==> src/design/mps_pkg.sv <==
package mps_pkg;

	localparam int unsigned DATA_W = 32;
	localparam int unsigned EXP_W  = 31;
	localparam int unsigned DIM_W  = 4;

	typedef enum logic [0:0] {
		REG_DIMENSION = 1'b0,
		REG_EXPONENT  = 1'b1
	} reg_idx_t;

	typedef enum logic [2:0] {
		OP_IDENT = 3'd0,
		OP_MUL_AB = 3'd1,
		OP_MUL_BB = 3'd2,
		OP_COPY_A = 3'd3,
		OP_COPY_B = 3'd4
	} op_t;

	typedef struct packed {
		logic start;
		op_t  op;
	} dp_cmd_t;

	typedef struct packed {
		logic done;
	} dp_sts_t;

endpackage

==> src/design/mps_ctrl.sv <==
module mps_ctrl
	import mps_pkg::*;
(
	input  logic       clk,
	input  logic       arst_n,
	input  logic       go,
	input  logic [EXP_W-1:0] exp_in,
	input  dp_sts_t    sts,
	output dp_cmd_t    cmd,
	output logic       idle,
	output logic       emit
);
	typedef enum logic [5:0] {
		S_IDLE = 6'b000001,
		S_RUN  = 6'b000010,
		S_WAIT = 6'b000100,
		S_NEXT = 6'b001000,
		S_EMIT = 6'b010000,
		S_HOLD = 6'b100000
	} state_t;

	state_t state_q;
	logic [EXP_W-1:0] e_q;
	op_t op_q;

	assign cmd.start = (state_q == S_RUN);
	assign cmd.op = op_q;
	assign idle = (state_q == S_IDLE);
	assign emit = (state_q == S_EMIT);

	always_ff @(posedge clk or negedge arst_n) begin
		if (!arst_n) begin
			state_q <= S_IDLE;
			e_q <= '0;
			op_q <= OP_IDENT;
		end else begin
			unique case (state_q)
				S_IDLE: if (go) begin
					e_q <= exp_in;
					op_q <= OP_IDENT;
					state_q <= S_RUN;
				end
				S_RUN: state_q <= S_WAIT;
				S_WAIT: if (sts.done) state_q <= S_NEXT;
				S_NEXT: begin
					state_q <= S_RUN;
					unique case (op_q)
						OP_IDENT, OP_COPY_B: begin
							if (op_q == OP_COPY_B) e_q <= e_q >> 1;
							if (op_q == OP_COPY_B ? (e_q[EXP_W-1:1] == '0) : (e_q == '0))
								state_q <= S_EMIT;
							else if (op_q == OP_COPY_B ? e_q[1] : e_q[0]) op_q <= OP_MUL_AB;
							else op_q <= OP_MUL_BB;
						end
						OP_MUL_AB: op_q <= OP_COPY_A;
						OP_COPY_A: op_q <= OP_MUL_BB;
						OP_MUL_BB: op_q <= OP_COPY_B;
						default: op_q <= OP_IDENT;
					endcase
				end
				S_EMIT: state_q <= S_HOLD;
				S_HOLD: state_q <= S_IDLE;
				default: state_q <= S_IDLE;
			endcase
		end
	end

	a_go: assert property (@(posedge clk) disable iff (!arst_n)
		(state_q == S_RUN) |=> (state_q == S_WAIT)) else $error("run not followed by wait");
	a_emit: assert property (@(posedge clk) disable iff (!arst_n)
		(state_q == S_EMIT) |=> (state_q == S_HOLD)) else $error("emit not followed by hold");
	a_wait: assert property (@(posedge clk) disable iff (!arst_n)
		((state_q == S_WAIT) && !sts.done) |=> (state_q == S_WAIT)) else $error("left wait");
endmodule

==> config.mk <==
export PLATFORM = sky130hd
export DESIGN_NAME = mps_ctrl
export DESIGN_NICKNAME = d
export VERILOG_FILES = /design/src/design/mps_pkg.sv /design/src/design/mps_ctrl.sv
export SDC_FILE = /design/constraint.sdc
export NUM_CORES = 1
export LEC_CHECK = 0
export ABC_AREA = 1
export ABC_CLOCK_PERIOD_IN_PS = 1400
export BUFFER_PORTS_ARGS = -buffer_cell sky130_fd_sc_hd__buf_2
export CAP_MARGIN = 20
export CORE_ASPECT_RATIO = 2
export CORE_MARGIN = 1
export CORE_UTILIZATION = 35
export DETAILED_ROUTE_END_ITERATION = 10
export PLACE_DENSITY = 0.56
export SETUP_SLACK_MARGIN = 0.3
export SKIP_CTS_REPAIR_TIMING = 1
export SLEW_MARGIN = 25
export SYNTH_ARGS = -nofsm -noshare
export SYNTH_HDL_FRONTEND = slang
export SYNTH_SLANG_ARGS = --single-unit
==> constraint.sdc <==
create_clock -name clk -period 1.4 [get_ports clk]
set_input_delay 0.28 -clock clk [delete_from_list [all_inputs] [get_ports clk]]
set_output_delay 0.28 -clock clk [all_outputs]
set_load 0.01 [all_outputs]
[After elaboration in Yosys (flattened, before gate mapping)]
Cells that the tools add are included.
Storage, ports and cells
  word-level logic and storage cells: 41
  register bits: 40
Cells by class
  reductions and logical operators: 8
  equality and inequality tests: 14
  muxes and demuxes: 16
Operators by type and width (count)
  31-bit 2-to-1 mux: 3
  31-bit one-hot mux with 2 select lines: 1
  31-bit zero test: 1
  30-bit zero test: 1
  6-bit one-hot mux with 5 select lines: 1
  6-bit 2-to-1 mux: 2
  3-bit one-hot mux with 4 select lines: 1
  5-bit 2-to-1 mux: 2
  2-bit inequality test (second input constant): 4
  3-bit by 2-bit == test with 1-bit output (second input constant): 2
  6-bit by 1-bit == test with 1-bit output (second input constant): 1
  6-bit by 2-bit == test with 1-bit output (second input constant): 1
  6-bit by 3-bit == test with 1-bit output (second input constant): 1
  6-bit by 4-bit == test with 1-bit output (second input constant): 1
  6-bit by 5-bit == test with 1-bit output (second input constant): 1
  3-bit 2-to-1 mux: 2
  3-bit one-hot mux with 2 select lines: 1
  4-bit AND reduction: 1
  3-bit by 1-bit == test with 1-bit output (second input constant): 1
  3-bit == test (second input constant): 1
  3-bit zero test: 1
  3-bit inequality test (second input constant): 1
  3-bit AND reduction: 1
  1-bit 2-to-1 mux: 2
  other kinds (4): 4

[Logic depth before layout (Yosys ltp)]
Gate-level depths: netlist of the first run.
  depth after elaboration: 6
  gate-level depth with buffers: 10
  mapped depth without buffers: 9

[Worst setup path after synthesis of the first run]
No wires, ideal clock.
  path kind: register -> register
  start point: register state_q[0]
  end point: register e_q[30]
  path buffers: 1
  arrival time: 1.279 ns
  clock period less this slack: 1.398 ns
  slack: 0.002 ns
  data required time: 1.281 ns
  cell stages (with the launch flop): 9
  cell sequence: dfstp_2 -> nor2_2 -> nand4_2 -> clkinv_1 -> nand2_2 -> nand2_4 -> inv_8 -> buf_6 -> o21ai_2
On the way
  longest elaborated chain between the ends: 3
  elaborated cells between the ends (all ways): 8
RTL lines
  start: declaration: line mps_ctrl.sv:22  | state_t state_q;
  start signal: assignment: line mps_ctrl.sv:33  | state_q <= S_IDLE;
  start signal: assignment: line mps_ctrl.sv:41  | state_q <= S_RUN;
  start signal: assignment: line mps_ctrl.sv:43  | S_RUN: state_q <= S_WAIT;
  6-bit by 4-bit == test with 1-bit output / 6-bit by 1-bit == test with 1-bit output (equally long branches): line mps_ctrl.sv:37  | unique case (state_q)
  2-bit inequality test (no source line) / 2-bit nonzero test (equally long branches)
  4-bit AND reduction (no source line)
  end signal: assignment: line mps_ctrl.sv:39  | e_q <= exp_in;
  end signal: assignment: line mps_ctrl.sv:49  | if (op_q == OP_COPY_B) e_q <= e_q >> 1;
  end: declaration: line mps_ctrl.sv:23  | logic [EXP_W-1:0] e_q;
Parallel ways exist; a longest one is shown, timed or not.
A chain may end at the register's enable or synchronous reset.

[Worst setup path after layout of the first run]
  start point: register state_q[0]
  end point: output emit
On the way
  longest elaborated chain between the ends: 1
RTL lines
  6-bit by 5-bit == test with 1-bit output: line mps_ctrl.sv:29  | assign emit = (state_q == S_EMIT);
  end: declaration: line mps_ctrl.sv:11  | output logic emit
No other way between the ends.

==> impl_metrics.yaml, run 1 <==
clock_tree:
  cts_buffer_depth: 2
  cts_made_buffers: 5
  path_clk_slew_ps: 60
  worstSkewPairLatency_ps: 270
  cts_sinks: 40
  clockRootBuffer: "clkbuf_16"
  h-tree-depth: 2
  cts_tree: "built"
power:
  ir_drop_v: 0.001176
  internal_power_uw: 3875
  p_per_area_nw_per_um2: 1815
  finalPower_uw: 6244
  swShare: 0.3794
  seqPwrFrac: 0.307
  p_leak_uw: 0.001812
  p_sw_uw: 2369
  p_comb_frac: 0.519
  clock_power_share: 0.174
run_status:
  violations: "negative setup slack"
  outcome: "finished, violations left"
detailed_routing:
  dr_wl_met3_um: 106
  wl_met2_mm: 3.197
  wl_mm: 5.408
  wire_per_inst_um: 11.91
  first_pass_iters: 4
  drt_iter0_markers: 44
  via_per_inst: 4.502
  wl_met1_mm: 2.025
  ant_nets: 0
  topRoutingLayerUsed: "met4"
  vias: 2044
  remaining_drc_errors: 0
die:
  initial_core_util: 0.3641
  core_um2: 6674
  die-height_um: 119.8
  num_io_pins: 41
  die_w_um: 60.92
  rows: 42
  die_area_um2: 7299
layout:
  area_growth_pct: 41.56
  finish.instance_area_um2: 3440
  layout-drive-gt1-share: 0.4836
  final_nets: 400
  diodes: 0
setup_path:
  end_kind: "primary output"
  regToRegSetupSlack_ps: -140
  path_cells: "nor2_4, buf_6, nand4_1, inv_2, buf_6"
  crit_path_end: "emit"
  r2r-start: "state_q[5]"
  r2r.worst_path.cells: 9
  cp_top_family: "flip-flops"
  slowest_delay_ps: 590
  cpMaxStageDelayCell: "dfstp_2"
  crit_cells: 5
  critPathRequiredTime_ps: 1120
  cp_num_buf_inv: 3
  cp_max_fo: 3
  r2r_end: "e_q[5]"
  path_class: "reg2out"
  cpMostUsedCell: "buf_6"
  cp.arrival_ps: 1300
  crit_start: "state_q[0]"
  start_kind: "flip-flop"
global_route:
  antenna_found_initial: 0
  grt_pass1_wl_mm: 8.273
  grt_usage: 0.1510
  overflow: 0
  grt_pass1_vias: 1957
  grt_max_degree: 33
sta:
  relSlewSlack: 0.7634
  slew_violations: 0
  finalSetupViolations: 38
  final.min_clock_period_ps: 1576
  rsz0062_at_grt: "true"
  setup_ws_ps: -175.8
  finalHoldViolCount: 0
  skew_ps: 1.873
  timing.fmax_ghz: 0.6346
  tightest_slew_ps: 354.9
  finalCritPeriodShare: 1.126
placed_design:
  io_buffers: 40
  place.gp.congestion: 0.7089
  dp.final_hpwl_mm: 3.780
  post_dp_cell_area_um2: 2821
yosys:
  synth.top_cell.area_share: 0.4016
  ys_seq_area_frac: 0.4125
  ys_top_cells_by_area: "dfrtp_1 (40%), o21ai_2 (11%), nand2_2 (8.5%)"
  syn_nets: 325
  synth_area_per_cell_um2: 8.379
  yosysUniqueCellTypes: 29
  yosys_warnings: 0
  yosysMostFrequentCell: "nand2_1"
  ys_ff_latch: 40
  synthFlopType: "dfrtp_1"
  synth_top_area_cell: "dfrtp_1"
  synthArstFlopShare: 1.000
  synth_common_cells: "nand2_1 (53), dfrtp_1 (39), inv_1 (39)"
  syn_area_um2: 2430
  synth-edff-count: 0
  synthCells: 290
min_path:
  min-delay-start: "sts"
  min_path_type: "in2reg"
flow_run:
  cap_viol_max_count: 0
worst reg2reg max path, stage by stage, from the launching register on:
cell       delay, ps
dfrtp_1          400
nor2_4           160
nand4_4          200
inv_4            120
nand2_4           60
nand2_8          110
clkinv_8         100
clkbuf_16        180
nand2_4           50
o21ai_2           40
registers in the layout, summed over array words and instances, names as in the netlist:
register / cells
e_q: 31
op_q: 3
state_q: 6
layout by cell type (no fill, tap or decap), types with 3 or more instances in the layout:
cell | Yosys | final
buf_12 | 3 | 6
buf_2 | 0 | 35
buf_4 | 0 | 17
buf_6 | 9 | 14
clkbuf_1 | 1 | 3
clkbuf_16 | 0 | 10
dfrtp_1 | 39 | 39
inv_1 | 39 | 36
inv_2 | 6 | 8
nand2_1 | 53 | 49
nand2_2 | 33 | 17
nand2_4 | 1 | 20
nand3_1 | 7 | 5
nor2_1 | 19 | 18
nor2_4 | 1 | 4
o21ai_0 | 10 | 7
o21ai_1 | 21 | 24
o21ai_2 | 31 | 31
per-layer routing:
layer  track usage  up-vias
met5             0        -
met3       0.02371        5
met2        0.2788       23
met4       0.05114        0
met1        0.1653      956
li1              -     1060
power by group through the flow:
stage	Sequential [µW]	Combinational, µW	Clock (µW)
after detailed placement	1930	2520	0
after global routing	1980	3570	1150
final	1920	3240	1080
after floorplan	1870	2000	0
after CTS	1920	2530	1110
after global placement	1920	2470	0
cells by family (layout without fill, tap and decap cells):
group | Yosys count | in the layout | synth area share
AOI/OAI and AO/OA | 66 | 66 | 0.1900
and+or+nand+nor | 124 | 124 | 0.2539
buffers and inverters | 60 | 136 | 0.1437
DFF | 40 | 40 | 0.4125
area by class of cell:
type                    instances  area (µm²)
clock buffers                   8       136.4
fillers                       647        3234
inverters                      47       193.9
multi-input cells             190        1235
flip-flops and latches         40        1002
well taps                      88       110.1
repair buffers                 80       745.7
repair inverters                1       16.27
stage by stage:
| stage | setup WS (ps) | utilization | TNS (ps) | cells | hold slack [ps] |
|---|---|---|---|---|---|
| global placement | -80.96 | 0.4228 | -1881 | 427 | 211.3 |
| finish | -175.8 | 0.5154 | -4066 | 454 | 251.0 |
| global route | -236.2 | 0.5154 | -7623 | 454 | 248.3 |
| floorplan | 33.38 | - | 0 | 290 | -15.59 |
| CTS | -256.8 | 0.4432 | -3795 | 435 | -91.84 |
| detailed placement | -108.9 | 0.4228 | -2692 | 427 | 202.7 |
worst min path at each step:
| stage | to | slack [ps] | cells past startpoint |
|---|---|---|---|
| finish | state_q[3] | 250 | 3 |
| global route | state_q[3] | 250 | 3 |
| CTS | e_q[6] | -90 | 1 |
| detailed placement | e_q[6] | 200 | 1 |
| global placement | e_q[6] | 210 | 1 |
| floorplan | e_q[0] | -20 | 0 |
(Power assumes the default switching activity.)
==> run 2, diff against run 1 <==
- PLACE_DENSITY: 0.56 -> unset
==> run 2 against run 1 <==
The run still ends with negative setup slack left. Global-route usage grew 0.71 points. Sequential share of layout area increased by 2.1 points. Power down 5.5%. Count of clock-buffer cells in the layout decreased by 2.
==> impl_metrics.yaml, run 2 (same netlist as run 1, synthesis figures left out) <==
die:
  rows: 42
  initial_core_util: 0.3641
  die_w_um: 60.92
  die-height_um: 119.8
  die_area_um2: 7299
  core_um2: 6674
  num_io_pins: 41
global_route:
  grt_max_degree: 28
  overflow: 0
  grt_pass1_wl_mm: 8.756
  antenna_found_initial: 0
  grt_pass1_vias: 2047
  grt_usage: 0.1582
power:
  ir_drop_v: 0.0008557
  p_per_area_nw_per_um2: 1839
  seqPwrFrac: 0.324
  p_leak_uw: 0.001645
  clock_power_share: 0.216
  p_sw_uw: 2160
  internal_power_uw: 3739
  swShare: 0.3662
  p_comb_frac: 0.460
setup_path:
  cp_max_fo: 2
  cpMaxStageDelayCell: "dfrtp_1"
  cp.arrival_ps: 1330
  cpMostUsedCell: "buf_6"
  slowest_delay_ps: 390
  path_cells: "buf_6, nor2_4, buf_6, nand4_1, inv_1, buf_6"
  start_kind: "flip-flop"
  critPathRequiredTime_ps: 1120
  path_class: "reg2out"
  end_kind: "primary output"
layout:
  finish.instance_area_um2: 3208
  final_util: 0.4807
  regMostFlops: "e_q"
  layout_common_cells: "nand2_1 (51), dfrtp_1 (39), inv_1 (37), nand2_2 (35), buf_2 (34)"
  diodes: 0
  largest_register_ff_count: 31
  top_regs: "e_q (31), state_q (6), op_q (3)"
  n_fill_cell: 664
  final_common_cell: "nand2_1"
  layout-drive-gt1-share: 0.4738
  multi_input_area_um2: 1111
  final_nets: 397
  ff_latch_area_um2: 1002
  area_growth_pct: 32.03
detailed_routing:
  vias: 2052
  first_pass_iters: 4
  remaining_drc_errors: 0
  via_per_inst: 4.550
  drt_iter0_markers: 83
  wl_mm: 5.141
  ant_nets: 0
  wire_per_inst_um: 11.40
run_status:
  outcome: "finished, violations left"
  violations: "negative setup slack"
clock_tree:
  cts_sinks: 40
  path_clk_slew_ps: 60
  clockRootBuffer: "clkbuf_16"
  cts_tree: "built"
  cts_buffer_depth: 2
  worstSkewPairLatency_ps: 280
  cts_made_buffers: 5
  h-tree-depth: 2
placed_design:
  place.gp.congestion: 0.7412
  post_dp_cell_area_um2: 2877
  dp.final_hpwl_mm: 3.984
  io_buffers: 40
sta:
  slew_violations: 0
  finalSetupViolations: 38
  setup_ws_ps: -209.5
  final.min_clock_period_ps: 1610
  tightest_slew_ps: 353.4
  skew_ps: 4.798
  final.setup.tns_ps: -3947
  finalHoldViolCount: 0
  relSlewSlack: 0.7644
  timing.fmax_ghz: 0.6213
  rsz0062_at_grt: "true"
  whs_ps: 234.8
  finalCritPeriodShare: 1.150
flow_run:
  cap_viol_max_count: 0
min_path:
  min_path_type: "in2reg"
-- run 2: path summary, 6_finish.rpt --
path	startpoint	to	slack (ps)	depth (start not counted)
hold reg to reg	e_q[23]	e_q[23]	520	2
max in group asynchronous	arst_n	e_q[17]	520	3
min in group asynchronous	arst_n	e_q[3]	430	2
setup / recovery	state_q[2]	cmd[3]	-210	6
hold / removal	sts	state_q[3]	230	3
setup reg to reg	state_q[1]	e_q[4]	-140	7
-- run 2: metal layers --
| metal | track usage | vias to the layer above | part of all wire |
|---|---|---|---|
| met5 | 0 | - | 0 |
| met4 | 0.05966 | 0 | 0.017 |
| met3 | 0.02802 | 6 | 0.024 |
| met2 | 0.2830 | 28 | 0.58 |
| met1 | 0.1771 | 957 | 0.38 |
| li1 | - | 1061 | - |
-- run 2: cell type report --
type / instances / area share
Sequential cell: 40 / 0.3124
Multi-Input combinational cell: 190 / 0.3463
Tap cell: 88 / 0.03432
Clock inverter: 2 / 0.01092
Timing Repair Buffer: 78 / 0.1981
Clock buffer: 6 / 0.04017
Inverter: 47 / 0.05772
-- run 2: per-stage QoR --
stage | setup WS, ps | instances | total power, µW
floorplan | 33.38 | 290 | 3873
global placement | -111.0 | 436 | 4377
detailed placement | -181.5 | 436 | 4440
CTS | -320.0 | 444 | 5752
global route | -288.2 | 451 | 6358
finish | -209.5 | 451 | 5899
-- run 2: power groups by stage --
stage	Combinational, µW	Sequential (µW)	Clock [µW]
2_1_floorplan	2000	1870	0
3_3_place_gp	2480	1900	0
3_5_place_dp	2530	1920	0
4_1_cts	2540	1900	1310
5_1_grt	3050	1970	1350
6_report	2720	1910	1270
-- run 2: worst max-delay path: cells and delay by family, from the launching register on --
family / cells / cell delay (ps)
flops: 1 / 390
simple gates: 2 / 220
buf+inv: 4 / 430
